===== src/design/mexp_pkg.sv =====
package mexp_pkg;

  // Field widths
  localparam int MOD_W  = 32;
  localparam int BASE_W = 63;
  localparam int EXP_W  = 63;

  // Derived widths
  localparam int MU_W   = MOD_W + 2;            // Barrett reciprocal, up to 2^(n+1)
  localparam int LEN_W  = $clog2(MOD_W + 1);    // bit length of the modulus
  localparam int DIV_W  = 2 * MOD_W + 1;        // serial divider dividend
  localparam int DCNT_W = $clog2(DIV_W + 1);
  localparam int PROD_W = 2 * MU_W;             // shared multiplier product
  localparam int RED_W  = MOD_W + 2;            // Barrett remainder before correction
  localparam int IDX_W  = (EXP_W > 1) ? $clog2(EXP_W) : 1;

  localparam logic [MOD_W-1:0] MOD_RESET = MOD_W'(1000000007);

  // Modulus context handed to the modular multiplier
  typedef struct packed {
    logic [MOD_W-1:0] modulus;
    logic [MU_W-1:0]  mu;
    logic [LEN_W-1:0] len;
    logic             wrap;   // register holds zero: arithmetic wraps at 2^MOD_W
  } mexp_ctx_t;

endpackage


===== src/design/mexp_if.sv =====
interface mexp_in_if;
  logic                       valid;
  logic                       ready;
  logic [mexp_pkg::BASE_W-1:0] base_value;
  logic [mexp_pkg::EXP_W-1:0]  exponent;

  modport source (output valid, output base_value, output exponent, input ready);
  modport sink   (input valid, input base_value, input exponent, output ready);
endinterface

interface mexp_out_if;
  logic                       valid;
  logic                       ready;
  logic [mexp_pkg::MOD_W-1:0] power_result;

  modport source (output valid, output power_result, input ready);
  modport sink   (input valid, input power_result, output ready);
endinterface

interface mexp_cfg_if;
  logic                       valid;
  logic                       ready;
  logic [mexp_pkg::MOD_W-1:0] modulus;

  modport source (output valid, output modulus, input ready);
  modport sink   (input valid, input modulus, output ready);
endinterface


===== src/design/modular_exponentiation_core.sv =====
// Sequence: a zero exponent goes straight to the result; else base reduction (none with a zero modulus),
//   a scan step per exponent bit down to the leading one, then the modular products (a square
//   per lower bit plus a multiply per lower set bit), and then the result is presented.
// Throughput: one item at a time; in_ch.ready stays low until the result is registered.
// Reset and every modulus write: bit-length scan plus Barrett reciprocal division (skipped for
//   a zero modulus) with in_ch.ready low; the modulus resets to 1000000007.
module modular_exponentiation_core (
  input  logic        clk,
  input  logic        rst_n,
  mexp_in_if.sink     in_ch,
  mexp_out_if.source  out_ch,
  mexp_cfg_if.sink    cfg_ch
);
  import mexp_pkg::*;

  localparam logic [3:0] ST_LEN  = 4'd0;
  localparam logic [3:0] ST_MU   = 4'd1;
  localparam logic [3:0] ST_IDLE = 4'd2;
  localparam logic [3:0] ST_BASE = 4'd3;
  localparam logic [3:0] ST_SCAN = 4'd4;
  localparam logic [3:0] ST_SQR  = 4'd5;
  localparam logic [3:0] ST_SQW  = 4'd6;
  localparam logic [3:0] ST_MUL  = 4'd7;
  localparam logic [3:0] ST_MLW  = 4'd8;
  localparam logic [3:0] ST_DONE = 4'd9;

  logic [3:0]       state_r, state_nxt;
  logic [MOD_W-1:0] mod_r, mod_nxt;
  logic [MOD_W-1:0] tmp_r, tmp_nxt;
  logic [LEN_W-1:0] len_r, len_nxt;
  logic [MU_W-1:0]  mu_r, mu_nxt;
  logic [EXP_W-1:0] exp_r, exp_nxt;
  logic [IDX_W-1:0] idx_r, idx_nxt;
  logic [MOD_W-1:0] b_r, b_nxt;
  logic [MOD_W-1:0] acc_r, acc_nxt;
  logic             out_valid_r, out_valid_nxt;
  logic [MOD_W-1:0] out_data_r, out_data_nxt;

  logic             in_xfer, cfg_xfer, out_xfer;
  logic             div_start, div_done;
  logic [DIV_W-1:0] div_dvd, div_quot;
  logic [MOD_W-1:0] div_rem;
  logic             mm_start, mm_done;
  logic [MOD_W-1:0] mm_b, mm_res;
  mexp_ctx_t        ctx;
  logic             last_bit;

  // Handshakes
  assign in_ch.ready  = (state_r == ST_IDLE) && !cfg_ch.valid;
  assign cfg_ch.ready = ((state_r == ST_LEN) || (state_r == ST_MU) || (state_r == ST_IDLE))
                        && !out_valid_r;
  assign in_xfer  = in_ch.valid && in_ch.ready;
  assign cfg_xfer = cfg_ch.valid && cfg_ch.ready;
  assign out_xfer = out_valid_r && out_ch.ready;

  assign out_ch.valid        = out_valid_r;
  assign out_ch.power_result = out_data_r;

  assign ctx.modulus = mod_r;
  assign ctx.mu      = mu_r;
  assign ctx.len     = len_r;
  assign ctx.wrap    = (mod_r == '0);

  assign mm_start = (state_r == ST_SQR) || (state_r == ST_MUL);
  assign mm_b     = (state_r == ST_MUL) ? b_r : acc_r;
  assign last_bit = (idx_r == '0);

  mexp_div u_div (
    .clk       (clk),
    .rst_n     (rst_n),
    .start     (div_start),
    .dividend  (div_dvd),
    .divisor   (mod_r),
    .done      (div_done),
    .quotient  (div_quot),
    .remainder (div_rem)
  );

  mexp_mulmod u_mulmod (
    .clk   (clk),
    .rst_n (rst_n),
    .start (mm_start),
    .a     (acc_r),
    .b     (mm_b),
    .ctx   (ctx),
    .done  (mm_done),
    .res   (mm_res)
  );

  // Sequencer
  always_comb begin
    state_nxt     = state_r;
    mod_nxt       = mod_r;
    tmp_nxt       = tmp_r;
    len_nxt       = len_r;
    mu_nxt        = mu_r;
    exp_nxt       = exp_r;
    idx_nxt       = idx_r;
    b_nxt         = b_r;
    acc_nxt       = acc_r;
    out_valid_nxt = out_valid_r;
    out_data_nxt  = out_data_r;
    div_start     = 1'b0;
    div_dvd       = '0;

    if (out_xfer) out_valid_nxt = 1'b0;

    unique case (state_r)
      // bit length of the modulus, one bit a cycle
      ST_LEN: begin
        priority if (tmp_r != '0) begin
          tmp_nxt = tmp_r >> 1;
          len_nxt = len_r + LEN_W'(1);
        end else if (mod_r == '0) begin
          state_nxt = ST_IDLE;
        end else begin
          div_start = 1'b1;
          div_dvd   = DIV_W'(1) << {len_r, 1'b0};
          state_nxt = ST_MU;
        end
      end
      // reciprocal floor(2^(2n) / m)
      ST_MU: begin
        if (div_done) begin
          mu_nxt    = div_quot[MU_W-1:0];
          state_nxt = ST_IDLE;
        end
      end
      ST_IDLE: begin
        if (in_xfer) begin
          exp_nxt = in_ch.exponent;
          idx_nxt = IDX_W'(EXP_W - 1);
          priority if (in_ch.exponent == '0) begin
            acc_nxt   = MOD_W'(1);
            state_nxt = ST_DONE;
          end else if (ctx.wrap) begin
            b_nxt     = in_ch.base_value[MOD_W-1:0];
            state_nxt = ST_SCAN;
          end else begin
            div_start = 1'b1;
            div_dvd   = DIV_W'(in_ch.base_value);
            state_nxt = ST_BASE;
          end
        end
      end
      ST_BASE: begin
        if (div_done) begin
          b_nxt     = div_rem;
          state_nxt = ST_SCAN;
        end
      end
      // skip leading zero bits; the first set bit loads the reduced base
      ST_SCAN: begin
        if (exp_r[idx_r]) begin
          acc_nxt = b_r;
          if (last_bit) begin
            state_nxt = ST_DONE;
          end else begin
            idx_nxt   = idx_r - IDX_W'(1);
            state_nxt = ST_SQR;
          end
        end else begin
          idx_nxt = idx_r - IDX_W'(1);
        end
      end
      ST_SQR: state_nxt = ST_SQW;
      ST_SQW: begin
        if (mm_done) begin
          acc_nxt = mm_res;
          priority if (exp_r[idx_r]) begin
            state_nxt = ST_MUL;
          end else if (last_bit) begin
            state_nxt = ST_DONE;
          end else begin
            idx_nxt   = idx_r - IDX_W'(1);
            state_nxt = ST_SQR;
          end
        end
      end
      ST_MUL: state_nxt = ST_MLW;
      ST_MLW: begin
        if (mm_done) begin
          acc_nxt = mm_res;
          if (last_bit) begin
            state_nxt = ST_DONE;
          end else begin
            idx_nxt   = idx_r - IDX_W'(1);
            state_nxt = ST_SQR;
          end
        end
      end
      ST_DONE: begin
        if (!out_valid_r || out_ch.ready) begin
          out_valid_nxt = 1'b1;
          out_data_nxt  = acc_r;
          state_nxt     = ST_IDLE;
        end
      end
      default: state_nxt = ST_IDLE;
    endcase

    // modulus write restarts the reciprocal precompute
    if (cfg_xfer) begin
      mod_nxt   = cfg_ch.modulus;
      tmp_nxt   = cfg_ch.modulus;
      len_nxt   = '0;
      state_nxt = ST_LEN;
    end
  end

  always_ff @(posedge clk) begin
    if (!rst_n) begin
      state_r     <= ST_LEN;
      mod_r       <= MOD_RESET;
      tmp_r       <= MOD_RESET;
      len_r       <= '0;
      out_valid_r <= 1'b0;
    end else begin
      state_r     <= state_nxt;
      mod_r       <= mod_nxt;
      tmp_r       <= tmp_nxt;
      len_r       <= len_nxt;
      out_valid_r <= out_valid_nxt;
    end
  end

  always_ff @(posedge clk) begin
    mu_r       <= mu_nxt;
    exp_r      <= exp_nxt;
    idx_r      <= idx_nxt;
    b_r        <= b_nxt;
    acc_r      <= acc_nxt;
    out_data_r <= out_data_nxt;
  end

endmodule


===== src/design/mexp_div.sv =====
module mexp_div (
  input  logic                        clk,
  input  logic                        rst_n,
  input  logic                        start,
  input  logic [mexp_pkg::DIV_W-1:0]  dividend,
  input  logic [mexp_pkg::MOD_W-1:0]  divisor,
  output logic                        done,
  output logic [mexp_pkg::DIV_W-1:0]  quotient,
  output logic [mexp_pkg::MOD_W-1:0]  remainder
);
  import mexp_pkg::*;

  logic              busy_r, busy_nxt;
  logic              done_r, done_nxt;
  logic [DCNT_W-1:0] cnt_r, cnt_nxt;
  logic [DIV_W-1:0]  dvd_r, dvd_nxt;
  logic [MOD_W-1:0]  rem_r, rem_nxt;

  logic [MOD_W:0]    trial;
  logic [MOD_W:0]    diff;
  logic              ge;

  // One restoring step: bring in the next dividend bit, subtract if it fits
  assign trial = {rem_r, dvd_r[DIV_W-1]};
  assign diff  = trial - {1'b0, divisor};
  assign ge    = trial >= {1'b0, divisor};

  always_comb begin
    busy_nxt = busy_r;
    done_nxt = 1'b0;
    cnt_nxt  = cnt_r;
    dvd_nxt  = dvd_r;
    rem_nxt  = rem_r;
    if (start) begin
      busy_nxt = 1'b1;
      cnt_nxt  = '0;
      dvd_nxt  = dividend;
      rem_nxt  = '0;
    end else if (busy_r) begin
      // quotient bits shift in where the dividend bits leave
      dvd_nxt = {dvd_r[DIV_W-2:0], ge};
      rem_nxt = ge ? diff[MOD_W-1:0] : trial[MOD_W-1:0];
      cnt_nxt = cnt_r + DCNT_W'(1);
      if (cnt_r == DCNT_W'(DIV_W - 1)) begin
        busy_nxt = 1'b0;
        done_nxt = 1'b1;
      end
    end
  end

  always_ff @(posedge clk) begin
    if (!rst_n) begin
      busy_r <= 1'b0;
      done_r <= 1'b0;
      cnt_r  <= '0;
    end else begin
      busy_r <= busy_nxt;
      done_r <= done_nxt;
      cnt_r  <= cnt_nxt;
    end
  end

  always_ff @(posedge clk) begin
    dvd_r <= dvd_nxt;
    rem_r <= rem_nxt;
  end

  assign done      = done_r;
  assign quotient  = dvd_r;
  assign remainder = rem_r;

endmodule


===== src/design/mexp_mulmod.sv =====
module mexp_mulmod (
  input  logic                       clk,
  input  logic                       rst_n,
  input  logic                       start,
  input  logic [mexp_pkg::MOD_W-1:0] a,
  input  logic [mexp_pkg::MOD_W-1:0] b,
  input  mexp_pkg::mexp_ctx_t        ctx,
  output logic                       done,
  output logic [mexp_pkg::MOD_W-1:0] res
);
  import mexp_pkg::*;

  localparam logic [1:0] PH_IDLE = 2'd0;
  localparam logic [1:0] PH_Q    = 2'd1;   // product ready, estimate quotient
  localparam logic [1:0] PH_QM   = 2'd2;   // quotient ready, multiply by modulus
  localparam logic [1:0] PH_R    = 2'd3;   // subtract and correct

  logic [1:0]        ph_r, ph_nxt;
  logic              done_r, done_nxt;
  logic [PROD_W-1:0] prod_r;
  logic [RED_W-1:0]  x_r, x_nxt;
  logic [MOD_W-1:0]  res_r, res_nxt;

  logic [MU_W-1:0]     mul_a, mul_b;
  logic [2*MOD_W-1:0]  x_shift;
  logic [MOD_W:0]      q1;
  logic [PROD_W-1:0]   t_shift;
  logic [MOD_W-1:0]    q;
  logic [RED_W-1:0]    m_ext, r0, r1, r2;

  // Barrett quotient estimate: q = ((x >> (n-1)) * mu) >> (n+1)
  assign x_shift = prod_r[2*MOD_W-1:0] >> (ctx.len - LEN_W'(1));
  assign q1      = x_shift[MOD_W:0];
  assign t_shift = prod_r >> (ctx.len + LEN_W'(1));
  assign q       = t_shift[MOD_W-1:0];

  // Remainder is below three moduli; two conditional subtracts finish it
  assign m_ext = {2'b00, ctx.modulus};
  assign r0    = x_r - prod_r[RED_W-1:0];
  assign r1    = (r0 >= m_ext) ? (r0 - m_ext) : r0;
  assign r2    = (r1 >= m_ext) ? (r1 - m_ext) : r1;

  // Operand select for the shared multiplier
  always_comb begin
    unique case (ph_r)
      PH_IDLE: begin
        mul_a = MU_W'(a);
        mul_b = MU_W'(b);
      end
      PH_Q: begin
        mul_a = MU_W'(q1);
        mul_b = ctx.mu;
      end
      PH_QM: begin
        mul_a = MU_W'(q);
        mul_b = MU_W'(ctx.modulus);
      end
      default: begin
        mul_a = '0;
        mul_b = '0;
      end
    endcase
  end

  // Phase sequencer
  always_comb begin
    ph_nxt   = ph_r;
    done_nxt = 1'b0;
    x_nxt    = x_r;
    res_nxt  = res_r;
    unique case (ph_r)
      PH_IDLE: begin
        if (start) ph_nxt = PH_Q;
      end
      PH_Q: begin
        x_nxt = prod_r[RED_W-1:0];
        if (ctx.wrap) begin
          res_nxt  = prod_r[MOD_W-1:0];
          done_nxt = 1'b1;
          ph_nxt   = PH_IDLE;
        end else begin
          ph_nxt = PH_QM;
        end
      end
      PH_QM: begin
        ph_nxt = PH_R;
      end
      default: begin
        res_nxt  = r2[MOD_W-1:0];
        done_nxt = 1'b1;
        ph_nxt   = PH_IDLE;
      end
    endcase
  end

  always_ff @(posedge clk) begin
    if (!rst_n) begin
      ph_r   <= PH_IDLE;
      done_r <= 1'b0;
    end else begin
      ph_r   <= ph_nxt;
      done_r <= done_nxt;
    end
  end

  always_ff @(posedge clk) begin
    prod_r <= mul_a * mul_b;
    x_r    <= x_nxt;
    res_r  <= res_nxt;
  end

  assign done = done_r;
  assign res  = res_r;

endmodule


===== src/flat_wrapper.sv =====
// flat-port wrapper written by rule: the top's interface ports become plain ports
module modular_exponentiation_core_flat import mexp_pkg::*;
  (clk, rst_n, in_ch_valid, in_ch_base_value, in_ch_exponent, in_ch_ready, out_ch_valid, out_ch_power_result, out_ch_ready, cfg_ch_valid, cfg_ch_modulus, cfg_ch_ready);
  mexp_in_if in_ch_i ();
  mexp_out_if out_ch_i ();
  mexp_cfg_if cfg_ch_i ();
  input  logic clk;
  input  logic rst_n;
  input wire logic [$bits(in_ch_i.valid)-1:0] in_ch_valid;
  input wire logic [$bits(in_ch_i.base_value)-1:0] in_ch_base_value;
  input wire logic [$bits(in_ch_i.exponent)-1:0] in_ch_exponent;
  output wire logic [$bits(in_ch_i.ready)-1:0] in_ch_ready;
  output wire logic [$bits(out_ch_i.valid)-1:0] out_ch_valid;
  output wire logic [$bits(out_ch_i.power_result)-1:0] out_ch_power_result;
  input wire logic [$bits(out_ch_i.ready)-1:0] out_ch_ready;
  input wire logic [$bits(cfg_ch_i.valid)-1:0] cfg_ch_valid;
  input wire logic [$bits(cfg_ch_i.modulus)-1:0] cfg_ch_modulus;
  output wire logic [$bits(cfg_ch_i.ready)-1:0] cfg_ch_ready;
  assign in_ch_i.valid = in_ch_valid;
  assign in_ch_i.base_value = in_ch_base_value;
  assign in_ch_i.exponent = in_ch_exponent;
  assign in_ch_ready = in_ch_i.ready;
  assign out_ch_valid = out_ch_i.valid;
  assign out_ch_power_result = out_ch_i.power_result;
  assign out_ch_i.ready = out_ch_ready;
  assign cfg_ch_i.valid = cfg_ch_valid;
  assign cfg_ch_i.modulus = cfg_ch_modulus;
  assign cfg_ch_ready = cfg_ch_i.ready;
  modular_exponentiation_core u_core (.clk(clk), .rst_n(rst_n), .in_ch(in_ch_i), .out_ch(out_ch_i), .cfg_ch(cfg_ch_i));
endmodule

===== config.mk =====
export PLATFORM = sky130hd
export DESIGN_NAME = modular_exponentiation_core_flat
export DESIGN_NICKNAME = d
export VERILOG_FILES = /design/src/design/mexp_pkg.sv /design/src/design/mexp_if.sv /design/src/design/modular_exponentiation_core.sv /design/src/design/mexp_div.sv /design/src/design/mexp_mulmod.sv /design/src/flat_wrapper.sv
export SDC_FILE = /design/constraint.sdc
export NUM_CORES = 2
export LEC_CHECK = 0
export BUFFER_PORTS_ARGS = -buffer_cell sky130_fd_sc_hd__buf_4
export CAP_MARGIN = 20
export CORE_ASPECT_RATIO = 2
export CORE_MARGIN = 3
export CORE_UTILIZATION = 30
export CTS_CLUSTER_SIZE = 10
export DETAILED_ROUTE_END_ITERATION = 7
export GPL_TIMING_DRIVEN = 0
export PLACE_DENSITY_LB_ADDON = 0.2
export SLEW_MARGIN = 20
export SYNTH_ARGS = -nofsm -noshare
export SYNTH_HDL_FRONTEND = slang
export SYNTH_SLANG_ARGS = --single-unit

===== constraint.sdc =====
create_clock -name clk -period 10.8 [get_ports clk]
set_input_delay 2.16 -clock clk [delete_from_list [all_inputs] [get_ports clk]]
set_output_delay 2.16 -clock clk [all_outputs]
set_load 0.005 [all_outputs]

Word level (Yosys, flattened, before mapping)
Cells that the tools add are included.
Widths: inputs -> output; s select.
Storage, ports and cells
  register bits after elaboration: 517
  latch bits: 0
  RAM bits: 0
  ROM bits: 0
  input port bits: 163
  output and inout port bits: 35
  logic and storage cells: 174
  memories: 0
Operators by class
  $add $sub $neg: 8
  multipliers: 1
  divide/modulo/power cells: 0
  magnitude comparators: 4
  equality and inequality tests: 27
  shift operators: 3
  muxes and demuxes: 69
  bitwise gates (word level): 3
  reductions and logical operators: 38
Operators with widths (number)
  $mux 32: 15
  $mux 65: 6
  $pmux 65 s2: 1
  $pmux 32 s2: 2
  $pmux 34 s3: 1
  $pmux 33 s3: 1
  $pmux 32 s3: 1
  $ge 34x32->1: 2
  $mul 34x34->68: 1
  $shr 68x6->32: 1
  $shl 1x7->65 const A: 1
  $shr 64x6->33: 1
  $sub 32x32->32: 2
  $logic_not 63->1: 1
  $mux 63: 1
  $mux 4: 11
  $pmux 4 s10: 1
  $mux 6: 6
  $mux 34: 1
  $sub 34x32->34: 1
  $sub 34x34->34: 1
  $ge 33x32->1: 1
  $logic_not 32->1: 1
  $reduce_bool 32->1: 1
  35 further kinds: 92

Longest topological paths before layout
  word-level depth: 7
  mapped depth: 51
  depth with buffers taken out: 42

Hierarchy
A second synthesis with hierarchy kept.
Unflattened totals
  cell total of the unflattened synthesis: 7908
  area, all modules: 70715.3 um^2
Modules (own cells, without submodules)
  mexp_mulmod: times used 1, cells an instance 6283, area an instance 51907.3 um^2, seq. area each 3403.3 um^2
  modular_exponentiation_core: times used 1, cells an instance 957, area an instance 12095.4 um^2, seq. area each 7477.2 um^2
  mexp_div: times used 1, cells an instance 668, area an instance 6712.7 um^2, seq. area each 2772.7 um^2

Least setup slack after synthesis
OpenSTA, ideal clock, no wires.
  kind: reg2reg
  start: register u_core.len_r[0]
  end: register u_core.u_mulmod.prod_r[61]
  setup time: 0.072 ns
  arrival time: 11.199 ns
  required time: 10.728 ns
  path slack: -0.471 ns
  stages on the path, launching flop included: 47
  buffers on the path: 9
  period minus slack after synthesis: 11.271 ns
  cells stage by stage: dfxtp_1 -> buf_2 -> inv_2 -> buf_2 -> buf_1 -> buf_1 -> ha_1 -> buf_2 -> buf_2 -> buf_2 -> buf_2 -> o21ai_0 -> mux2i_1 -> mux2_2 -> nand2_1 -> o21ai_0 -> nor2_1 -> a311oi_1 -> (+11 left out) -> fa_1 -> fa_1 -> inv_1 -> fa_1 -> inv_1 -> ha_1 -> a21o_1 -> nor3_1 -> o21ai_0 -> a21o_1 -> a221o_1 -> a211o_1 -> a31o_2 -> a21o_1 -> o21a_1 -> a211o_1 -> a311oi_1 -> xnor2_1
On the way
  word-level cells in the longest chain between the ends: 4
  elaborated cells on any way between the ends: 6
  those cells by class: add/sub (2); mul (1); shift (2); mux (1)
Ends and longest elaborated chain
  start: declaration: line modular_exponentiation_core.sv:30  | logic [LEN_W-1:0] len_r, len_nxt;
  start signal: assignment: line modular_exponentiation_core.sv:222  | len_r <= len_nxt;
  $add 6x1->6 or $sub 6x1->6 (tied branches): line mexp_mulmod.sv:34, mexp_mulmod.sv:32
  $shr 68x6->32 or $shr 64x6->33 (tied branches): line mexp_mulmod.sv:34, mexp_mulmod.sv:32
  $pmux 33 s3 (*): line mexp_mulmod.sv:45  | unique case (ph_r)
  $mul 34x34->68 (*): line mexp_mulmod.sv:107  | prod_r <= mul_a * mul_b;
  end signal: assignment: line mexp_mulmod.sv:107
  end: declaration: line mexp_mulmod.sv:20  | logic [PROD_W-1:0] prod_r;
Mark *: on every way between the ends. The rest lies on a longest branch, timed or not.
A chain may end at the register's enable or synchronous reset.

Worst setup path in the final report
Same ends and word-level chain as after synthesis.

==> impl_metrics.env <==
export IMPL_hold_depth=0
export IMPL_drv_cap=0
export IMPL_final_hold_worst_slack_ns=0.467
export IMPL_route_vias_total=66100
export IMPL_final_setup_worst_slack_ns=-1.49
export IMPL_r2r_cells=45
export IMPL_antenna_found_initial=57
export IMPL_share_of_the_core_filled_with_cells_pct=38.5
export IMPL_synthesis_nets=9438
export IMPL_share_of_post_route_cells_with_drive_strength_above_1_pct=22.3
export IMPL_core_um2=230000
export IMPL_slew_limit_headroom_pct=8.83
export IMPL_cts_inserted_buffers=59
export IMPL_synth_top_cell_by_area="fa_1"
export IMPL_cp_top_family="adder cells"
export IMPL_dp_hpwl_um=352000
export IMPL_yosysWarningCount=0
export IMPL_die_area_um2=238000
export IMPL_cpMaxStageDelayCell="fa_2"
export IMPL_violations_in_the_final_reports="negative setup slack"
export IMPL_starting_drc_count_in_detailed_routing=4958
export IMPL_synth_seq_cells=517
export IMPL_num_io_pins=198
export IMPL_drv_slew=0
export IMPL_p_leak_uw=0.0380
export IMPL_finalHoldViolations=0
export IMPL_grt_setup_unrepaired="true"
export IMPL_synth_area_top_cells="fa_1, edfxtp_1, ha_1"
export IMPL_maximum_fanout_along_the_worst_path=10
export IMPL_rows=249
export IMPL_syn_avg_cell_area_um2=8.84
export IMPL_wl_um=438000
export IMPL_worstReg2RegEnd="u_core.u_mulmod.prod_r[61]"
export IMPL_post_layout_nonfiller_instances=11700
export IMPL_routed_via_density=5.64
export IMPL_worst_path_most_repeated_cell="fa_1"
export IMPL_synth_cell_area_um2=69500
export IMPL_grt_first_pass_wirelength_um=586000
export IMPL_post_synth_most_frequent_cells="nand2_1, inv_1, fa_1"
export IMPL_synth_async_sr_flop_share_pct=0
export IMPL_dp_cells=11100
export IMPL_synth_top_cell_area_share_pct=28.6
export IMPL_holdCritStartpoint="u_core.u_div.quotient[28]"
export IMPL_slowest_delay_ns=0.75
export IMPL_grt_overflow_total=0
export IMPL_clock_sinks=517
export IMPL_synth_most_common_cell="nand2_1"
export IMPL_peakVddDrop_mv=0.113
export IMPL_detail_route_antenna_nets=0
export IMPL_grtUsageTotal_pct=36.4
export IMPL_final_setup_skew_ns=0.0617
export IMPL_first_global_vias=70100
export IMPL_synth_edff_count=330
export IMPL_synth_yosys_seq_area_share_pct=19.6
export IMPL_final_period_minus_worst_setup_slack_ns=12.29
export IMPL_setup_viol=39
export IMPL_path_clk_slew_ns=0.07
export IMPL_timing_critical_path_arrival_ns=12.92
export IMPL_crit_buf_inv=16
export IMPL_fp_dieH_um=687
export IMPL_htree_levels=2
export IMPL_dpl_worst_slack_ns=-6.63
export IMPL_worst_slew_pin_transition_ns=1.37
export IMPL_hold_path_endpoint="u_core.mu_r[28]"
export IMPL_yosys_cell_types_count=89
export IMPL_largest_net_degree_at_the_start_of_global_routing=64
export IMPL_p_per_area_nw_per_um2=66.2
export IMPL_clock_path_buffers=3
export IMPL_number_of_remaining_drc_errors=0
export IMPL_r2r_setup_slack_ns=-1.49
export IMPL_initial_utilization_pct=30.2
export IMPL_critical_path_startpoint_type="flip-flop"
export IMPL_holdCritPathClass="flip-flop to flip-flop"
export IMPL_timing_worst_setup_path_type="flip-flop to flip-flop"
export IMPL_cts_tree="yes"
export IMPL_cp_end_kind="flip-flop"
export IMPL_die_width_um=346
export IMPL_outcome="finished with violations"
export IMPL_cts_root_buf="clkbuf_16"
export IMPL_cells_after_synthesis=7870
export IMPL_primary_flip_flop_cell_chosen_by_synthesis_mapping="edfxtp_1"
export IMPL_final_min_period_over_clock_period_pct=114
export IMPL_firstDrtPassIters=6
export IMPL_req_time_crit_path_ns=11.43
export IMPL_insertion_delay_ns=0.72
export IMPL_fin_nets=10200
export IMPL_post_cts_hold_buffer_count=0
export IMPL_gpl_final_weighted_congestion=1.08
export IMPL_finalPower_uw=5860
export IMPL_port_buffer_count=196
export IMPL_wire_per_inst_um=37.4
export IMPL_layout_area_overhead_vs_synth_pct=27.3
export IMPL_max_freq_mhz=81.3
export IMPL_crit_reg2reg_launch="u_core.len_r[0]"
-- layout by cell type, fill, tap and decap left out, types with 91 or more instances in the layout --
| cell type | netlist | final |
|---|---|---|
| nor2_1 | 864 | 801 |
| nand2b_1 | 104 | 99 |
| nand2_1 | 1084 | 1038 |
| ha_1 | 411 | 385 |
| inv_1 | 1048 | 1014 |
| a21o_1 | 129 | 127 |
| dfxtp_1 | 187 | 180 |
| fa_1 | 994 | 925 |
| clkbuf_1 | 335 | 239 |
| a21oi_2 | 0 | 91 |
| xnor2_1 | 121 | 102 |
| edfxtp_1 | 330 | 330 |
| buf_4 | 1 | 523 |
| a21oi_1 | 383 | 260 |
| buf_6 | 3 | 94 |
| o21ai_0 | 417 | 259 |
-- registers in the layout (all words and copies together), names as in the netlist, 7 cells and up --
name and flops:
u_core.u_mulmod.res 32, u_core.exp_r 63, u_core.u_div.cnt_r 7, u_core.b_r 32, u_core.out_ch.power_result 32, u_core.u_div.remainder 32, u_core.mu_r 34, u_core.tmp_r 32
u_core.u_mulmod.x_r 34, u_core.u_div.quotient 65, u_core.mod_r 32, u_core.u_mulmod.prod_r 68, u_core.acc_r 32
-- cell families (layout without fill, tap and decap cells) --
kind of cell               after synthesis  count (layout)  synth area share, %
adders and majority gates             1405            1405                 36.0
xor gates and xnor gates               200             200                 2.53
other                                    0              71                    0
AOI/OAI and AO/OA                     1487            1487                 13.5
DFF                                    517             517                 19.6
buffers and inverters                 1505            2275                 8.30
and+or+nand+nor                       2467            2467                 15.1
muxes                                  289             289                 4.98
-- cell type report --
type / count / area, µm²
fill: 23400 / 142000
clock buffer: 97 / 1650
inverter: 1052 / 3980
sequential: 517 / 13700
clock inverter: 6 / 100
timing repair buffer: 685 / 6550
antenna: 71 / 178
multi-input combinational: 5848 / 55400
buffer: 435 / 3280
tap: 3012 / 3770
-- through the flow --
step | setup TNS (ns) | instance area [µm²]
after global routing | -39.80 | 88500
after global placement | -368.20 | 74800
final | -36.87 | 88600
after CTS | -22.88 | 87300
after floorplan | 0 | 69600
after detailed placement | -284.02 | 76200
-- worst register-to-register path, delay by kind of cell (launching register included) --
| family | cells | cell delay (ns) |
|---|---|---|
| AND/OR/NAND/NOR | 5 | 0.97 |
| flip-flops | 1 | 0.36 |
| XOR/XNOR | 1 | 0.17 |
| AO/OA/AOI/OAI | 13 | 3.09 |
| buffers and inverters | 16 | 2.60 |
| adder cells (fa/ha/maj) | 10 | 5.00 |
-- per-layer routing --
layer / GRT usage [%] / routed length, µm / vias to the layer above
met5: 0 / 258 / -
met4: 44.7 / 69800 / 38
met3: 7.93 / 29100 / 1765
met2: 63.3 / 215000 / 3696
met1: 31.8 / 124000 / 33200
li1: - / - / 27400
-- worst max-delay path by stage --
| stage | start | to | slack (ns) | depth (start not counted) |
|---|---|---|---|---|
| after floorplan | u_core.len_r[0] | u_core.u_mulmod.prod_r[61] | 0.001 | 46 |
| after global placement | u_core.len_r[0] | u_core.u_mulmod.prod_r[65] | -8.67 | 45 |
| after detailed placement | u_core.len_r[0] | u_core.u_mulmod.prod_r[58] | -6.63 | 44 |
| after CTS | u_core.len_r[0] | u_core.u_mulmod.prod_r[62] | -1.15 | 46 |
| after global routing | u_core.len_r[0] | u_core.u_mulmod.prod_r[61] | -1.53 | 50 |
| final | u_core.len_r[0] | u_core.u_mulmod.prod_r[61] | -1.49 | 45 |
-- power breakdown --
| group | internal, µW | switching, µW | leakage, µW |
|---|---|---|---|
| registers | 2130 | 47.8 | 0.00465 |
| clock network | 1040 | 929 | 0.000836 |
| logic | 630 | 1090 | 0.0325 |
| total | 3800 | 2060 | 0.0380 |
-- what timing repair did --
item / in CTS / in global routing
setup endpoints to repair: 73 / 80
buffers inserted: 359 / 56
gates cloned: 14 / 1
resized for setup: 1461 / 178
pin swaps: 306 / 185
Power figures use the tool's default switching activity.
